[src/rtl/msf_pkg.sv]
// Shared types, constants and helpers for the MSF time-code keyer.
// Used by msf_frame_build, msf_slot_key and msf_time_code_keyer.
// No dependencies.
package msf_pkg;

    localparam int SECONDS_PER_MINUTE = 60;
    localparam int SLOTS_PER_SECOND   = 10;
    localparam int MARKER_SLOTS       = 5;

    localparam int SEC_W  = 6;
    localparam int SLOT_W = 4;

    localparam logic [SEC_W-1:0]  LAST_SECOND = SEC_W'(SECONDS_PER_MINUTE - 1);
    localparam logic [SLOT_W-1:0] LAST_SLOT   = SLOT_W'(SLOTS_PER_SECOND - 1);

    // Input item function codes
    localparam logic FUNC_TICK = 1'b0;
    localparam logic FUNC_LOAD = 1'b1;

    // Upper bounds for the time fields
    localparam logic [6:0] YEAR_MAX    = 7'd99;
    localparam logic [3:0] MONTH_MAX   = 4'd12;
    localparam logic [4:0] DAY_MAX     = 5'd31;
    localparam logic [2:0] WEEKDAY_MAX = 3'd6;
    localparam logic [4:0] HOUR_MAX    = 5'd23;
    localparam logic [5:0] MINUTE_MAX  = 6'd59;

    typedef logic [SECONDS_PER_MINUTE-1:0] frame_t;

    typedef struct packed {
        logic [SEC_W-1:0]  second;
        logic [SLOT_W-1:0] slot;
    } slot_pos_t;

    // Binary to two-digit BCD for values below 100; tens by reciprocal multiply
    function automatic logic [7:0] to_bcd(input logic [6:0] v);
        logic [14:0] prod;
        logic [3:0]  tens;
        logic [6:0]  units;
        prod  = 15'(v) * 15'd205;
        tens  = prod[14:11];
        units = v - 7'(tens) * 7'd10;
        return {tens, units[3:0]};
    endfunction

endpackage

[src/rtl/msf_frame_build.sv]
// Builds the A and B bit vectors of one MSF minute frame from the time fields.
// Depends on msf_pkg.
module msf_frame_build (
    input  logic [6:0]      year,
    input  logic [3:0]      month,
    input  logic [4:0]      day,
    input  logic [2:0]      weekday,
    input  logic [4:0]      hour,
    input  logic [5:0]      minute,
    input  logic            dst,
    output msf_pkg::frame_t frame_a,
    output msf_pkg::frame_t frame_b
);
    import msf_pkg::*;

    logic [7:0] year_bcd;
    logic [7:0] month_bcd;
    logic [7:0] day_bcd;
    logic [7:0] weekday_bcd;
    logic [7:0] hour_bcd;
    logic [7:0] minute_bcd;

    always_comb begin
        year_bcd    = to_bcd((year > YEAR_MAX) ? YEAR_MAX : year);
        month_bcd   = to_bcd(7'((month > MONTH_MAX) ? MONTH_MAX : month));
        day_bcd     = to_bcd(7'((day > DAY_MAX) ? DAY_MAX : day));
        weekday_bcd = to_bcd(7'((weekday > WEEKDAY_MAX) ? WEEKDAY_MAX : weekday));
        hour_bcd    = to_bcd(7'((hour > HOUR_MAX) ? HOUR_MAX : hour));
        minute_bcd  = to_bcd(7'((minute > MINUTE_MAX) ? MINUTE_MAX : minute));
    end

    // Fields go out MSB first, so the lowest second carries the top code bit
    always_comb begin
        frame_a = '0;
        for (int k = 0; k < 8; k++) frame_a[17 + k] = year_bcd[7 - k];
        for (int k = 0; k < 5; k++) frame_a[25 + k] = month_bcd[4 - k];
        for (int k = 0; k < 6; k++) frame_a[30 + k] = day_bcd[5 - k];
        for (int k = 0; k < 3; k++) frame_a[36 + k] = weekday_bcd[2 - k];
        for (int k = 0; k < 6; k++) frame_a[39 + k] = hour_bcd[5 - k];
        for (int k = 0; k < 7; k++) frame_a[45 + k] = minute_bcd[6 - k];
        frame_a[58:53] = '1;
    end

    // Odd parity over each group, DST flag in 58
    always_comb begin
        frame_b     = '0;
        frame_b[54] = ~^frame_a[24:17];
        frame_b[55] = ~^frame_a[35:25];
        frame_b[56] = ~^frame_a[38:36];
        frame_b[57] = ~^frame_a[51:39];
        frame_b[58] = dst;
    end

endmodule

[src/rtl/msf_slot_key.sv]
// Carrier keying for one 100 ms slot, from the frame bits and the slot position.
// Depends on msf_pkg.
module msf_slot_key (
    input  msf_pkg::frame_t   frame_a,
    input  msf_pkg::frame_t   frame_b,
    input  msf_pkg::slot_pos_t pos,
    output logic              carrier_on
);
    import msf_pkg::*;

    logic a_bit;
    logic b_bit;

    assign a_bit = frame_a[pos.second];
    assign b_bit = frame_b[pos.second];

    always_comb begin
        if (pos.second == '0) begin
            carrier_on = (pos.slot >= SLOT_W'(MARKER_SLOTS));
        end else if (a_bit) begin
            carrier_on = (pos.slot >= (b_bit ? SLOT_W'(3) : SLOT_W'(2)));
        end else if (b_bit) begin
            // off, on, off, then on for the rest of the second
            carrier_on = (pos.slot == SLOT_W'(1)) || (pos.slot >= SLOT_W'(3));
        end else begin
            carrier_on = (pos.slot >= SLOT_W'(1));
        end
    end

endmodule

[src/rtl/msf_time_code_keyer.sv]
// MSF 60 kHz time-code keyer, top level.
// Depends on msf_pkg, msf_frame_build and msf_slot_key.
//
// Usage:
//   Input channel (s_*): one transfer per item. s_func = 1 loads the date and
//   time of the coming minute and arms a frame; s_func = 0 is a 100 ms tick
//   that sends one slot. Over-range time fields are clamped.
//   Result channel (m_*): exactly one result per input item, in order. A load
//   or a tick while idle returns carrier_on = idle_carrier with active low.
//   A tick while a frame runs returns the keying of that slot, its second and
//   slot index, and minute_done on slot 9 of second 59, after which the
//   block falls idle.
//   Config: cfg_wr_en writes idle_carrier from cfg_wr_data at once.
// Timing: the result is registered and valid in the cycle after the input transfer;
//   one item per cycle sustained while m_ready is high, set by the single result
//   register, which takes a new item in the same cycle as the previous result transfers.
// Reset: aresetn (synchronous, active low) clears the result valid flag, the
//   frame position and idle_carrier; the block comes up idle.
// Stall: while m_valid is high and m_ready low, s_ready is low and all state
//   but idle_carrier holds.
module msf_time_code_keyer (
    input  logic       aclk,
    input  logic       aresetn,

    input  logic       cfg_wr_en,
    input  logic       cfg_wr_data,

    input  logic       s_valid,
    output logic       s_ready,
    input  logic       s_func,
    input  logic [6:0] s_year,
    input  logic [3:0] s_month,
    input  logic [4:0] s_day,
    input  logic [2:0] s_weekday,
    input  logic [4:0] s_hour,
    input  logic [5:0] s_minute,
    input  logic       s_dst,

    output logic       m_valid,
    input  logic       m_ready,
    output logic       m_carrier_on,
    output logic [5:0] m_second_index,
    output logic [3:0] m_slot_index,
    output logic       m_active,
    output logic       m_minute_done
);
    import msf_pkg::*;

    frame_t             frame_a_reg, frame_a_next;
    frame_t             frame_b_reg, frame_b_next;
    frame_t             built_a, built_b;
    slot_pos_t          pos_reg, pos_next;
    logic               running_reg, running_next;
    logic               idle_carrier_reg;
    logic               slot_carrier;
    logic               accept;

    logic               m_valid_reg, m_valid_next;
    logic               carrier_reg, carrier_next;
    logic [SEC_W-1:0]   second_reg, second_next;
    logic [SLOT_W-1:0]  slot_reg, slot_next;
    logic               active_reg, active_next;
    logic               done_reg, done_next;

    msf_frame_build u_frame_build (
        .year    (s_year),
        .month   (s_month),
        .day     (s_day),
        .weekday (s_weekday),
        .hour    (s_hour),
        .minute  (s_minute),
        .dst     (s_dst),
        .frame_a (built_a),
        .frame_b (built_b)
    );

    msf_slot_key u_slot_key (
        .frame_a    (frame_a_reg),
        .frame_b    (frame_b_reg),
        .pos        (pos_reg),
        .carrier_on (slot_carrier)
    );

    assign s_ready = !m_valid_reg || m_ready;
    assign accept  = s_valid && s_ready;

    // Frame position and stored frame
    always_comb begin
        frame_a_next = frame_a_reg;
        frame_b_next = frame_b_reg;
        pos_next     = pos_reg;
        running_next = running_reg;
        if (accept) begin
            if (s_func == FUNC_LOAD) begin
                frame_a_next = built_a;
                frame_b_next = built_b;
                pos_next     = '0;
                running_next = 1'b1;
            end else if (running_reg) begin
                if (pos_reg.slot == LAST_SLOT) begin
                    pos_next.slot = '0;
                    if (pos_reg.second == LAST_SECOND) begin
                        pos_next.second = '0;
                        running_next    = 1'b0;
                    end else begin
                        pos_next.second = pos_reg.second + SEC_W'(1);
                    end
                end else begin
                    pos_next.slot = pos_reg.slot + SLOT_W'(1);
                end
            end
        end
    end

    // Result register
    always_comb begin
        m_valid_next = m_valid_reg && !m_ready;
        carrier_next = carrier_reg;
        second_next  = second_reg;
        slot_next    = slot_reg;
        active_next  = active_reg;
        done_next    = done_reg;
        if (accept) begin
            m_valid_next = 1'b1;
            if ((s_func == FUNC_LOAD) || !running_reg) begin
                carrier_next = idle_carrier_reg;
                second_next  = '0;
                slot_next    = '0;
                active_next  = 1'b0;
                done_next    = 1'b0;
            end else begin
                carrier_next = slot_carrier;
                second_next  = pos_reg.second;
                slot_next    = pos_reg.slot;
                active_next  = 1'b1;
                done_next    = (pos_reg.second == LAST_SECOND) && (pos_reg.slot == LAST_SLOT);
            end
        end
    end

    always_ff @(posedge aclk) begin
        if (!aresetn) begin
            pos_reg          <= '0;
            running_reg      <= 1'b0;
            idle_carrier_reg <= 1'b0;
            m_valid_reg      <= 1'b0;
        end else begin
            pos_reg     <= pos_next;
            running_reg <= running_next;
            m_valid_reg <= m_valid_next;
            if (cfg_wr_en) begin
                idle_carrier_reg <= cfg_wr_data;
            end
        end
    end

    always_ff @(posedge aclk) begin
        frame_a_reg <= frame_a_next;
        frame_b_reg <= frame_b_next;
        carrier_reg <= carrier_next;
        second_reg  <= second_next;
        slot_reg    <= slot_next;
        active_reg  <= active_next;
        done_reg    <= done_next;
    end

    assign m_valid        = m_valid_reg;
    assign m_carrier_on   = carrier_reg;
    assign m_second_index = second_reg;
    assign m_slot_index   = slot_reg;
    assign m_active       = active_reg;
    assign m_minute_done  = done_reg;

    // Position counters stay inside the minute
    a_pos_range: assert property (@(posedge aclk) disable iff (!aresetn)
        (pos_reg.slot <= LAST_SLOT) && (pos_reg.second <= LAST_SECOND))
        else $error("frame position out of range");

    // End of minute flagged only on the final slot of an active frame
    a_done_last: assert property (@(posedge aclk) disable iff (!aresetn)
        (m_valid && m_minute_done) |->
            (m_active && m_second_index == LAST_SECOND && m_slot_index == LAST_SLOT))
        else $error("minute_done off the last slot");

    // Idle results carry a zero position
    a_idle_pos: assert property (@(posedge aclk) disable iff (!aresetn)
        (m_valid && !m_active) |-> (m_second_index == '0 && m_slot_index == '0))
        else $error("idle result with non-zero position");

    // Minute marker: carrier off for the first half of second zero
    a_marker: assert property (@(posedge aclk) disable iff (!aresetn)
        (m_valid && m_active && m_second_index == '0 &&
         m_slot_index < SLOT_W'(MARKER_SLOTS)) |-> !m_carrier_on)
        else $error("carrier on during minute marker");

    // Frame ends exactly after the transfer of the final slot
    a_run_end: assert property (@(posedge aclk) disable iff (!aresetn)
        (accept && (s_func == FUNC_TICK) && running_reg && pos_reg.second == LAST_SECOND &&
         pos_reg.slot == LAST_SLOT) |=> !running_reg)
        else $error("frame did not end after last slot");

endmodule

[config.mk]
export PLATFORM = sky130hd
export DESIGN_NAME = msf_time_code_keyer
export DESIGN_NICKNAME = d
export VERILOG_FILES = /design/src/rtl/msf_pkg.sv /design/src/rtl/msf_frame_build.sv /design/src/rtl/msf_slot_key.sv /design/src/rtl/msf_time_code_keyer.sv
export SDC_FILE = /design/constraint.sdc
export NUM_CORES = 1
export LEC_CHECK = 0
export BUFFER_PORTS_ARGS = -buffer_cell sky130_fd_sc_hd__buf_2
export CAP_MARGIN = 10
export CORE_MARGIN = 1.5
export CORE_UTILIZATION = 45
export DETAILED_ROUTE_END_ITERATION = 10
export GPL_ROUTABILITY_DRIVEN = 0
export HOLD_SLACK_MARGIN = 0.06
export SYNTH_ARGS = -nofsm -noshare
export SYNTH_HDL_FRONTEND = slang
export SYNTH_HIERARCHICAL = 1
export SYNTH_SLANG_ARGS = --single-unit
[constraint.sdc]
create_clock -name aclk -period 7.8 [get_ports aclk]
set_input_delay 1.95 -clock aclk [delete_from_list [all_inputs] [get_ports aclk]]
set_output_delay 1.95 -clock aclk [all_outputs]
set_load 0.1 [all_outputs]
==> reports/metrics.yaml <==
outcome:
  status: "complete, no violations"
worst_setup_path:
  worstPathRequired_ns: 7.96
  critPathMaxStageDelay_ns: 0.53
  cpMostUsedCell: "xnor2_1"
  critical_path.max_fanout: 4
  cp.arrival_ns: 6.95
  crit_path_end_kind: "register"
  cp_top_family: "adder cells"
  start_kind: "input port"
  critPathKind: "input port to register"
  critPathSlowestCell: "or4_4"
  path_buf_inv: 2
  cp_cell_sequence: "buf_2 > ha_1 > and3_1 > nor2_1 > inv_1 > ha_1 > fa_1 > fa_1 > ha_1 > or4_4 > a21oi_2 > o31ai_1 > a31oi_1 > xnor2_1 > ha_1 > fa_1 > xnor2_1 > xnor2_1 > xnor2_1 > xnor2_1 > xnor3_1"
timing:
  worst_pin_slew_ns: 0.899
  worst_hold_slack_ns: 0.547
  hold_violations: 0
  period_needed_ns: 6.79
  fin_crit_sh: 0.870
  worst_slack_ns: 1.01
  finClkSkew_ns: 0.0109
  finalSetupViolations: 0
  maxSlewViolCount: 0
  max_freq_ghz: 0.147
  rsz0062_at_grt: "false"
  slew_headroom: 0.400
  fin_tns_setup_ns: 0
grt:
  antenna_found_initial: 0
  grt_start_max_net_pins: 67
  grt_pass1_vias: 5692
  grt_pass1_wl_um: 27300
  grt-ovfl-total: 0
  grt.total_usage: 0.146
cells_and_area:
  syn_to_final_growth_pct: 7.35
  final_cell_count_no_fill: 1161
  layout_commonest_cell: "edfxtp_1"
  final_util: 0.493
  antenna_cells: 0
  layout.nets: 1057
  final_cell_mix: "edfxtp_1, ha_1, inv_1"
  final_layout_size_suffix_gt1_frac: 0.150
  fillCellCount: 1967
drt:
  num_vias: 5661
  vias_per_cell: 4.88
  drtIter0Drc: 308
  post_drt_wl_per_cell_um: 13.9
  drc_errors: 0
  dr.pass1.iters: 5
  routed_wl_um: 16100
  ant_nets: 0
worst_hold_path:
  hp-class: "register to register"
clocking:
  cts_setup_buffers: 0
  clock_path_buffers: 2
  cts_resized: 0
  ctsHtreeMaxLevel: 4
  cts_tree: "yes"
  worstSkewPairLatency_ns: 0.42
  clock-sinks: 146
  path_clk_slew_ns: 0.06
  cts_hold_buf: 0
  cts_root_buf: "clkbuf_16"
  numCtsBuffers: 17
logic_synthesis:
  yosysWarnings: 6
  syn_area_per_cell_um2: 12.3
  yosysTopAreaCellShare: 0.398
  synth_top_flop_cell: "edfxtp_1"
  ys_seq_area_frac: 0.424
  synthCells: 819
  synthArstFlopShare: 0
  synth_edf_count: 133
  ys_ff_latch: 146
  synth_area_leaders: "edfxtp_1, ha_1, buf_4"
  synth_cell_type_count: 77
  syn_area_mm2: 0.0100
  yosysTopAreaCell: "edfxtp_1"
power_and_ir_drop:
  p_sw_w: 0.000686
  swShare: 0.284
  p_clk_frac: 0.309
  p_int_w: 0.00173
  combPwrFrac: 0.291
  power.leakage_nw: 4.60
  vdd_drop_max_mv: 0.147
  powerDensity_mw_per_mm2: 224
  p_seq_frac: 0.400
die:
  die_y_um: 152
  die_area_mm2: 0.0232
  num_rows: 54
  start_util: 0.459
  die_w_um: 152
  pin_count: 53
  coreArea_mm2: 0.0219
flow_run:
  drv_cap: 0
place:
  dp.cells: 1129
  io_buffers: 52
  dp_hpwl_um: 12000
  post-place-ws_ns: 0.550
power by group through the flow:
stage / clock network, W / logic [W] / registers, W
final: 0.000745 / 0.000703 / 0.000966
after CTS: 0.000760 / 0.000716 / 0.000967
after floorplan: 0 / 0.000579 / 0.00100
after detailed placement: 0 / 0.000709 / 0.000983
after global placement: 0 / 0.000695 / 0.000981
after global routing: 0.000794 / 0.000801 / 0.000971
cells in the mapped netlist (13+ instances only):
cell,number
a21oi_1,24
and2_1,14
buf_4,82
dfxtp_1,13
edfxtp_1,133
fa_1,22
ha_1,129
inv_1,89
nand2_1,27
nand2b_1,13
nand3_1,14
o21ai_0,16
xnor2_1,36
worst reg2reg max path, delay by kind of cell (launching register included):
family	cells	cell delay (ns)
multiplexers	2	0.91
buffers and inverters	1	0.43
adder cells (fa/ha/maj)	1	0.28
flip-flops	1	0.63
AO/OA/AOI/OAI	4	0.91
AND/OR/NAND/NOR	4	0.51
logic make-up (layout without fill, tap and decap cells):
logic type | after synthesis | count (layout) | share of synthesized area
xor+xnor | 51 | 51 | 0.0480
buf+inv | 193 | 177 | 0.107
flops | 146 | 146 | 0.424
other cells | 2 | 80 | 0.000748
simple gates | 137 | 137 | 0.0784
fa+ha+maj | 151 | 151 | 0.205
compound gates | 100 | 100 | 0.0703
mux | 39 | 39 | 0.0675
area by class of cell:
type	count	area [µm²]	share of cell area
multi-input cells	558	5010	0.464
flip-flops and latches	146	4260	0.395
repair buffers	56	290	0.0269
clock inverters	5	26.3	0.00244
clock buffers	27	515	0.0478
inverters	89	337	0.0312
well taps	280	350	0.0325
metal layers:
metal  track usage  wire (µm)  up-vias  part of all wire
met2         0.240       7590       69              0.47
met4        0.0490        218        0             0.014
met1         0.195       7910     2680              0.49
li1              -          -     2894                 -
met3        0.0256        423       18             0.026
met5             0          0        -                 0
metrics by stage:
stage,cell area (µm²),total power [W]
after floorplan,10300,0.00158
after global placement,10200,0.00168
after detailed placement,10200,0.00169
after CTS,10800,0.00244
after global routing,10800,0.00257
final,10800,0.00241
path summary, 6_finish.rpt:
| check | start | endpoint | slack, ns | cells after the start |
|---|---|---|---|---|
| worst max-delay path | s_minute[4] | frame_b_reg[57]$_DFFE_PP_ | 1.01 | 21 |
| worst min-delay path | idle_carrier_reg$_SDFFE_PN0P_ | idle_carrier_reg$_SDFFE_PN0P_ | 0.55 | 2 |
| worst max register to register | pos_reg[4]$_SDFFE_PN0P_ | m_carrier_on$_DFFE_PP_ | 3.89 | 12 |
| worst min register to register | idle_carrier_reg$_SDFFE_PN0P_ | idle_carrier_reg$_SDFFE_PN0P_ | 0.55 | 2 |
Power figures use the tool's default switching activity.
